File: config.mk
export PLATFORM = sky130hd
export DESIGN_NAME = prefix_varint_decoder_unit
export DESIGN_NICKNAME = d
export VERILOG_FILES = /design/src/design/pvd_pkg.sv /design/src/design/pvd_step.sv /design/src/design/prefix_varint_decoder_unit.sv
export VERILOG_INCLUDE_DIRS = /design/src /design/src/design
export SDC_FILE = /design/constraint.sdc
export NUM_CORES = 1
export LEC_CHECK = 0
export BUFFER_PORTS_ARGS = -buffer_cell sky130_fd_sc_hd__buf_2
export CAP_MARGIN = 40
export CORE_MARGIN = 2
export CORE_UTILIZATION = 50
export CTS_CLUSTER_DIAMETER = 40
export DETAILED_ROUTE_END_ITERATION = 6
export GPL_TIMING_DRIVEN = 0
export PLACE_DENSITY = 0.8
export SETUP_SLACK_MARGIN = 0.1
export SYNTH_ARGS = -nofsm -noshare
export SYNTH_HDL_FRONTEND = slang
export SYNTH_SLANG_ARGS = --single-unit
File: constraint.sdc
create_clock -name clock -period 4.1 [get_ports clock]
set_input_delay 0.205 -clock clock [delete_from_list [all_inputs] [get_ports clock]]
set_output_delay 0.205 -clock clock [all_outputs]
set_load 0.005 [all_outputs]
File: src/design/prefix_varint_decoder_unit_macros.svh
// Assertion macros used by the decoder's top-level RTL file.
`ifndef PREFIX_VARINT_DECODER_UNIT_MACROS_SVH
`define PREFIX_VARINT_DECODER_UNIT_MACROS_SVH

// The consequent must hold in the same cycle as the antecedent.
`define PVD_ASSERT_SAME(label, clk, rst, ante, cons, msg) \
   label: assert property (@(posedge clk) disable iff (rst) (ante) |-> (cons)) \
      else $error(msg);

// The consequent must hold in the cycle after the antecedent.
`define PVD_ASSERT_NEXT(label, clk, rst, ante, cons, msg) \
   label: assert property (@(posedge clk) disable iff (rst) (ante) |=> (cons)) \
      else $error(msg);

`endif

File: src/design/pvd_pkg.sv
package pvd_pkg;

   // One byte of the encoded stream.
   typedef struct packed {
      logic [7:0] data_byte;
      logic       signed_mode;
      logic       end_of_buffer;
   } req_type;

   // One decoded value.
   typedef struct packed {
      logic [31:0] value;
      logic [2:0]  length;
      logic [1:0]  status;
   } rsp_type;

   // Decoder state between bytes; all zero means no value is in progress.
   typedef struct packed {
      logic [2:0]  bytes_seen;
      logic [2:0]  bytes_needed;
      logic [31:0] value_acc;
      logic        signed_latched;
      logic        bad_prefix;
   } state_type;

   // Result status codes.
   localparam logic [1:0] STATUS_OK         = 2'd0;
   localparam logic [1:0] STATUS_BAD_PREFIX = 2'd1;
   localparam logic [1:0] STATUS_TRUNCATED  = 2'd2;

   // Encoded value lengths in bytes.
   localparam logic [2:0] LEN_1 = 3'd1;
   localparam logic [2:0] LEN_2 = 3'd2;
   localparam logic [2:0] LEN_3 = 3'd3;
   localparam logic [2:0] LEN_4 = 3'd4;
   localparam logic [2:0] LEN_5 = 3'd5;

   // Sign-extend a 7, 14, 21 or 28 bit payload according to the value length.
   function automatic logic [31:0] sext_payload(input logic [31:0] acc,
                                                input logic [2:0]  len);
      logic [31:0] result;
      begin
         unique case (len)
            LEN_1:   result = {{25{acc[6]}},  acc[6:0]};
            LEN_2:   result = {{18{acc[13]}}, acc[13:0]};
            LEN_3:   result = {{11{acc[20]}}, acc[20:0]};
            LEN_4:   result = {{4{acc[27]}},  acc[27:0]};
            default: result = acc;
         endcase
         return result;
      end
   endfunction

endpackage

File: src/design/pvd_step.sv
module pvd_step
   import pvd_pkg::*;
(
   input  state_type cur_state,
   input  req_type   req,
   output state_type nxt_state,
   output logic      rsp_fire,
   output rsp_type   rsp
);

   state_type upd;

   // Take the byte into the state: decode the prefix on a first byte,
   // otherwise shift it into the accumulator.
   always_comb begin
      upd = cur_state;
      if (cur_state.bytes_seen == 3'd0) begin
         upd.signed_latched = req.signed_mode;
         upd.bad_prefix     = 1'b0;
         upd.bytes_seen     = LEN_1;
         if (!req.data_byte[7]) begin
            upd.bytes_needed = LEN_1;
            upd.value_acc    = {24'd0, req.data_byte};
         end else if (!req.data_byte[6]) begin
            upd.bytes_needed = LEN_2;
            upd.value_acc    = {26'd0, req.data_byte[5:0]};
         end else if (!req.data_byte[5]) begin
            upd.bytes_needed = LEN_3;
            upd.value_acc    = {27'd0, req.data_byte[4:0]};
         end else if (!req.data_byte[4]) begin
            upd.bytes_needed = LEN_4;
            upd.value_acc    = {28'd0, req.data_byte[3:0]};
         end else begin
            upd.bytes_needed = LEN_5;
            upd.value_acc    = 32'd0;
            upd.bad_prefix   = req.data_byte[3];
         end
      end else begin
         upd.value_acc  = {cur_state.value_acc[23:0], req.data_byte};
         upd.bytes_seen = cur_state.bytes_seen + 3'd1;
      end
   end

   // Finish the value, cut it short at the buffer end, or keep collecting.
   always_comb begin
      nxt_state = upd;
      rsp_fire  = 1'b0;
      rsp       = '0;
      if (upd.bytes_seen >= upd.bytes_needed) begin
         rsp_fire   = 1'b1;
         rsp.length = upd.bytes_needed;
         rsp.status = STATUS_OK;
         if (upd.bytes_needed == LEN_5) begin
            if (upd.bad_prefix) begin
               rsp.status = STATUS_BAD_PREFIX;
               rsp.value  = 32'd0;
            end else begin
               rsp.value = upd.value_acc;
            end
         end else if (upd.signed_latched) begin
            rsp.value = sext_payload(upd.value_acc, upd.bytes_needed);
         end else begin
            rsp.value = upd.value_acc;
         end
         nxt_state = '0;
      end else if (req.end_of_buffer) begin
         rsp_fire   = 1'b1;
         rsp.value  = 32'd0;
         rsp.length = upd.bytes_seen;
         rsp.status = STATUS_TRUNCATED;
         nxt_state  = '0;
      end
   end

endmodule

File: src/design/prefix_varint_decoder_unit.sv
// Channel    Direction  Handshake              Payload
// request    in         req_valid / req_ready  req_data (req_type)
// response   out        rsp_valid / rsp_ready  rsp_data (rsp_type)
//
// One byte is taken per cycle while req_ready is high; a value's result appears the cycle after its
// last byte, or after a byte flagged as the end of the buffer.
// The only storage is the decoder state and one result register.
// Reset clears the decoder state and empties the result register.
// While a result waits, a byte is taken only in a cycle in which the
// result is being drained, so a stalled response holds the request side.
module prefix_varint_decoder_unit
   import pvd_pkg::*;
(
   input  logic    clock,
   input  logic    reset,
   input  logic    req_valid,
   output logic    req_ready,
   input  req_type req_data,
   output logic    rsp_valid,
   input  logic    rsp_ready,
   output rsp_type rsp_data
);

`include "prefix_varint_decoder_unit_macros.svh"

   state_type state_ff;
   state_type state_in;
   logic      rsp_valid_ff;
   logic      rsp_valid_in;
   rsp_type   rsp_data_ff;
   rsp_type   rsp_data_in;
   logic      step_fire;
   rsp_type   step_rsp;
   state_type step_state;
   logic      req_take;

   // Decode logic for one byte.
   pvd_step u_step (
      .cur_state (state_ff),
      .req       (req_data),
      .nxt_state (step_state),
      .rsp_fire  (step_fire),
      .rsp       (step_rsp)
   );

   // A byte may enter when the result register is empty or being drained.
   assign req_ready = !rsp_valid_ff || rsp_ready;
   assign req_take  = req_valid && req_ready;

   // Next values of the state and the result register.
   always_comb begin
      state_in     = state_ff;
      rsp_valid_in = rsp_valid_ff && !rsp_ready;
      rsp_data_in  = rsp_data_ff;
      if (req_take) begin
         state_in = step_state;
         if (step_fire) begin
            rsp_valid_in = 1'b1;
            rsp_data_in  = step_rsp;
         end
      end
   end

   // Control registers.
   always_ff @(posedge clock) begin
      if (reset) begin
         state_ff     <= '0;
         rsp_valid_ff <= 1'b0;
      end else begin
         state_ff     <= state_in;
         rsp_valid_ff <= rsp_valid_in;
      end
   end

   // Result payload register.
   always_ff @(posedge clock) begin
      rsp_data_ff <= rsp_data_in;
   end

   assign rsp_valid = rsp_valid_ff;
   assign rsp_data  = rsp_data_ff;

   // A value in progress has never reached its full length.
   `PVD_ASSERT_SAME(a_in_progress, clock, reset, state_ff.bytes_seen != 3'd0, state_ff.bytes_seen < state_ff.bytes_needed, "value in progress already complete")

   // A bad five-byte prefix always reports length five and a zero value.
   `PVD_ASSERT_SAME(a_bad_prefix, clock, reset, rsp_valid && rsp_data.status == STATUS_BAD_PREFIX, rsp_data.length == LEN_5 && rsp_data.value == 32'd0, "bad prefix result malformed")

   // A one-byte value taken while idle yields a result in the next cycle.
   `PVD_ASSERT_NEXT(a_single_byte, clock, reset, req_take && state_ff.bytes_seen == 3'd0 && !req_data.data_byte[7], rsp_valid && rsp_data.length == LEN_1, "one-byte value produced no result")

endmodule
**After elaboration in Yosys (flattened, before gate mapping)**

Cells that the tools add are included.

- Logic and storage cells: 49
- Flip-flop bits (word level): 70
- Output and inout port bits: 39
- Input port bits: 14

- Reduce and logical (&&, ||, !) cells: 7
- Equal/unequal tests: 5
- Add/subtract/negate cells: 1
- Muxes and demuxes: 26
- $lt $le $gt $ge: 1

Operators with widths:

| operator | number |
|---|---|
| $mux 32 | 4 |
| $pmux 32 s4 | 1 |
| $mux 35 | 3 |
| $mux 40 | 2 |
| $mux 37 | 1 |
| $mux 33 | 1 |
| $mux 1 | 9 |
| $eq 3x2->1 const B | 2 |
| $eq 3x3->1 const B | 2 |
| $mux 3 | 2 |
| $mux 5 | 1 |
| $mux 2 | 2 |
| $add 3x1->3 const B | 1 |
| $eq 3x1->1 const B | 1 |
| $ge 3x3->1 | 1 |
| $logic_not 3->1 | 1 |
| $logic_and 1x1->1 | 2 |
| $logic_not 1->1 | 2 |
| $reduce_and 2->1 | 1 |
| $logic_or 1x1->1 | 1 |

**Logic depth before layout (Yosys ltp)**

- Word-level depth: 10
- Depth in mapped cells: 15
- Mapped depth without buffers: 12

**Cells and area by module**

A second synthesis with hierarchy kept.

- Cells, all modules: 444
- Area total of the unflattened synthesis: 4219.0 µm²

By module, submodules not included:

| module | area each (µm²) | instances | cells each | sequential area each (µm²) |
|---|---|---|---|---|
| prefix_varint_decoder_unit | 3014.1 | 1 | 226 | 1931.9 |
| pvd_step | 1204.9 | 1 | 218 | 0.0 |

**Worst setup path after synthesis**

OpenSTA, ideal clock, no wires.

- Path kind: register to register
- Start: register state_ff[37] (netlist bit)
- End: register rsp_data_ff, in the netlist rsp_data[0], enable pin
- Cell stages (with the launch flop): 13
- Arrival: 3797 ps
- Period minus slack after synthesis: 4228 ps
- Data required time: 3669 ps
- Slack: -128 ps
- Setup time: 431 ps
- Cell sequence: dfxtp_1 > inv_1 > ha_1 > or2b_1 > o2bb2ai_1 > inv_1 > ha_1 > nand2_1 > a21oi_1 > a311o_1 > clkbuf_1 > nor2_1 > nor2_1

- Cells in the longest elaborated chain, start to end: 5
- Elaborated cells on any way between the ends: 7
- Those cells by class: add/sub (1); order compare (1); mux (3); reduce/logical (2)

Ends and longest elaborated chain:

| item | line | source |
|---|---|---|
| from (decl) | prefix_varint_decoder_unit.sv:26 | `state_type state_ff;` |
| from (signal assigned) | prefix_varint_decoder_unit.sv:70 | `state_ff <= state_in;` |
| $add 3x1->3 or $logic_not 3->1 (tied branches) | pvd_step.sv:40, pvd_step.sv:17 |  |
| $mux 3 | pvd_step.sv:17 | `if (cur_state.bytes_seen == 3'd0) begin` |
| $ge 3x3->1 * | pvd_step.sv:49 | `if (upd.bytes_seen >= upd.bytes_needed) begin` |
| $mux 1 * | pvd_step.sv:49 |  |
| $reduce_and 2->1 (no source line) * | -- |  |
| to (signal assigned) | prefix_varint_decoder_unit.sv:77 | `rsp_data_ff <= rsp_data_in;` |
| to (decl) | prefix_varint_decoder_unit.sv:30 | `rsp_type rsp_data_ff;` |

Mark *: on every way between the ends. The rest lies on a longest branch, timed or not.
A chain may end at the register's enable or synchronous reset.

**Worst setup path after layout**

- Start: register state_ff[37] (netlist bit)
- End: register state_ff[25] (netlist bit)

- Cells in the longest elaborated chain, start to end: 4
- Elaborated cells on any way between the ends: 8
- Those cells by class: add/sub (1); order compare (1); mux (5); reduce/logical (1)

Ends and longest elaborated chain:

| item | line |
|---|---|
| $add 3x1->3 or $logic_not 3->1 (tied branches) | pvd_step.sv:40, pvd_step.sv:17 |
| $mux 3 or $mux 32 (tied branches) | pvd_step.sv:17 |
| $ge 3x3->1 or $mux 40 (tied branches) | pvd_step.sv:49, pvd_step.sv:66 |
| $mux 40 * | pvd_step.sv:49 |

Marked as above.

==> impl_metrics.csv <==
group,metric,value,unit
critical_path,path_buf_inv,6,
critical_path,path_class,"reg -> reg",
critical_path,reg2regPathDepth,15,
yosys,synthSimpleGateAreaFrac,13.4,%
detailed_routing,viasPerCell,5.83,
sta,slew_headroom,49.0,%
yosys,synthCells,280,
yosys,ys_seq_area_share,59.0,%
power_and_ir_drop,total_power,1500,uW
place,gp_congestion,0.932,
run,maxCapViolations,0,
clock_tree,post_cts_buffers,0,
sta,min_period,3670,ps
power_and_ir_drop,cellLeakagePower,0.00142,uW
grt,gr-total-overflow,0,
grt,antenna_found_initial,0,
die,core_area,5850,sq um
final_layout,n_antenna_cell,0,
die,dieArea,6640,sq um
sta,fin_worst_skew,5.83,ps
critical_path,slowest_delay,490,ps
critical_path,crit_cells,15,
grt,grt_max_degree,34,
critical_path,worst_ep_required_time,4380,ps
critical_path,endpoint_kind,"flip-flop",
clock_tree,clk_path_buf_depth,2,
final_layout,area_growth,19.4,%
clock_tree,cts_tree,"built",
sta,hold_viol,0,
sta,worst_slack,431,ps
sta,fmax,0.273,GHz
yosys,async_flop_share,0,%
yosys,synthAdderAreaFrac,1.67,%
die,chipHeight,81.5,um
sta,fin_crit_sh,89.5,%
yosys,synth_commonest_cells,"edfxtp_1 (37), dfxtp_1 (33), nand2_1 (30), o21ai_0 (25), a21oi_1 (21)",
sta,slew_violations,0,
min_path,hold_path_depth,2,
place,pre_cts_ws,288,ps
yosys,synth-compound-area-share,20.4,%
critical_path,critPathLaunchType,"flip-flop",
sta,setup_violations,0,
clock_tree,root_buffer,"clkbuf_8",
grt,grt_use_total,24.2,%
yosys,yosysMostFrequentCell,"edfxtp_1",
grt,grt_first_pass_wirelength,11800,um
power_and_ir_drop,peakVddDrop,0.180,mV
yosys,synthTopCellsByArea,"edfxtp_1 (37%), dfxtp_1 (22%), a22o_1 (5.2%)",
critical_path,worstPathArrival,3950,ps
clock_tree,cts_made_buffers,9,
yosys,synth_top_family_by_area,"compound AO/OA/AOI/OAI gates",
clock_tree,insertion_delay,340,ps
detailed_routing,drc,0,
final_layout,drive_gt1_share,22.7,%
power_and_ir_drop,power_density,417,nW/um^2
yosys,syn_avg_cell_area,10.7,sq um
sta,worstMarginPinSlew,757,ps
die,die_w,81.5,um
clock_tree,ctsResizeCount,0,
sta,rsz0062_at_grt,"no",
min_path,min_path_type,"in -> reg",
yosys,synth-main-ff-cell,"edfxtp_1",
outcome,outcome,"finished, final reports clean",
die,initial_core_util,51.3,%
final_layout,finish.utilization,61.3,%
critical_path,crit_path_cell_trace,"inv_1 > ha_1 > or2b_1 > clkbuf_1 > nand2_1 > inv_1 > ha_1 > inv_1 > nand3b_1 > a311o_1 > or4_1 > buf_2 > nor2_8 > buf_6 > a22o_1",
yosys,muxShareOfSynthArea,1.08,%
place,numPortBuffers,51,
critical_path,cp_slowest_cell,"or4_1",
place,dpl.hpwl,5360,um
yosys,ys_seq_elements,70,
grt,grt_pass1_vias,2458,
clock_tree,cts.reportedPaths.clkPinSlew,70,ps
clock_tree,hold_buffers,0,
critical_path,critPathTopFamily,"simple AND/OR/NAND/NOR gates",
final_layout,nNetsFinal,361,
die,fp-row-count,28,
clock_tree,clock-sinks,70,
place,placed_cell_area,3380,sq um
yosys,syn_nets,298,
die,top_level_ports,53,
clock_tree,h-tree-depth,3,
yosys,synth_warnings,0,
critical_path,cpMostUsedCell,"inv_1",
final_layout,fin_area,3590,sq um
detailed_routing,wl_per_cell,17.5,um
yosys,yosys.area.top_type,"edfxtp_1",
detailed_routing,ant_nets,0,
detailed_routing,vias,2465,
yosys,synth.distinct_cells,43,
yosys,synth_top_cell_area_share,37.0,%
detailed_routing,routed_wl,7410,um
yosys,netlist_area,3000,sq um
sta,finalSetupTns,0,ps
yosys,synth_edf_count,37,
detailed_routing,dr.pass1.iters,5,
detailed_routing,drt-initial-drc-count,151,
critical_path,crit_fanout,10,
yosys,synth_xor_area_share,0.292,%
==> metal layers <==
metal	vias up	part of all wire (%)	track usage (%)
li1	1169	-	-
met4	0	4.5	14.9
met3	32	5.5	5.27
met2	104	48	38.6
met5	-	0	0
met1	1160	42	29.8
==> cells in the final DEF, fill, tap and decap left out, types with 4 or more instances in the layout <==
cell type / count
buf_2: 53
and3_1: 8
ha_1: 4
nand3_1: 4
o21ai_0: 25
dfxtp_1: 33
nand2_1: 30
a32o_1: 8
nor2_1: 18
inv_1: 18
a31oi_1: 4
edfxtp_1: 37
clkbuf_8: 10
nand2b_1: 5
a21oi_1: 21
clkbuf_1: 11
a22o_1: 18
==> final timing paths <==
check                             startpoint            to  slack (ps)
worst min-delay path                   reset     rsp_valid          80
worst min register to register  state_ff[22]  state_ff[22]         480
worst max register to register  state_ff[37]  state_ff[25]         430
worst max-delay path            state_ff[37]  state_ff[25]         430
==> sequential cells by signal, summed over array words and instances (netlist names) <==
| name | flops |
|---|---|
| rsp_valid | 1 |
| rsp_data | 37 |
| state_ff | 32 |
==> worst register-to-register path: stages (launching register included) <==
cell and delay (ps):
dfxtp_1 400, inv_1 60, ha_1 230, or2b_1 270, clkbuf_1 420, nand2_1 130, inv_1 90, ha_1 220
inv_1 80, nand3b_1 110, a311o_1 480, or4_1 490, buf_2 210, nor2_8 130, buf_6 150, a22o_1 140
==> power breakdown <==
group	switching, uW	internal, uW
Clock	260	298
Sequential	9.81	775
Combinational	98.1	54.3
Total	368	1130
==> area by class of cell <==
type / count / area [sq um]
inverters: 18 / 67.6
well taps: 75 / 93.8
multi-input cells: 179 / 1120
repair buffers: 52 / 275
clock inverters: 5 / 58.8
flip-flops and latches: 70 / 1770
clock buffers: 11 / 141
plain buffers: 13 / 58.8
fillers: 491 / 2260
==> per-stage QoR <==
stage                     instances  hold slack, ps
final                           423            79.4
after CTS                       423            56.1
after global placement          406             411
after global routing            423            83.9
after detailed placement        407             417
after floorplan                 280             274
==> kinds of logic (layout without fill, tap and decap cells) <==
logic type                 after synthesis  in the layout
AOI/OAI and AO/OA                       90             90
and+or+nand+nor                         81             81
DFF                                     70             70
buffers and inverters                   31             99
adders and majority gates                4              4
muxes                                    3              3
xor gates and xnor gates                 1              1
Power figures use the tool's default switching activity.
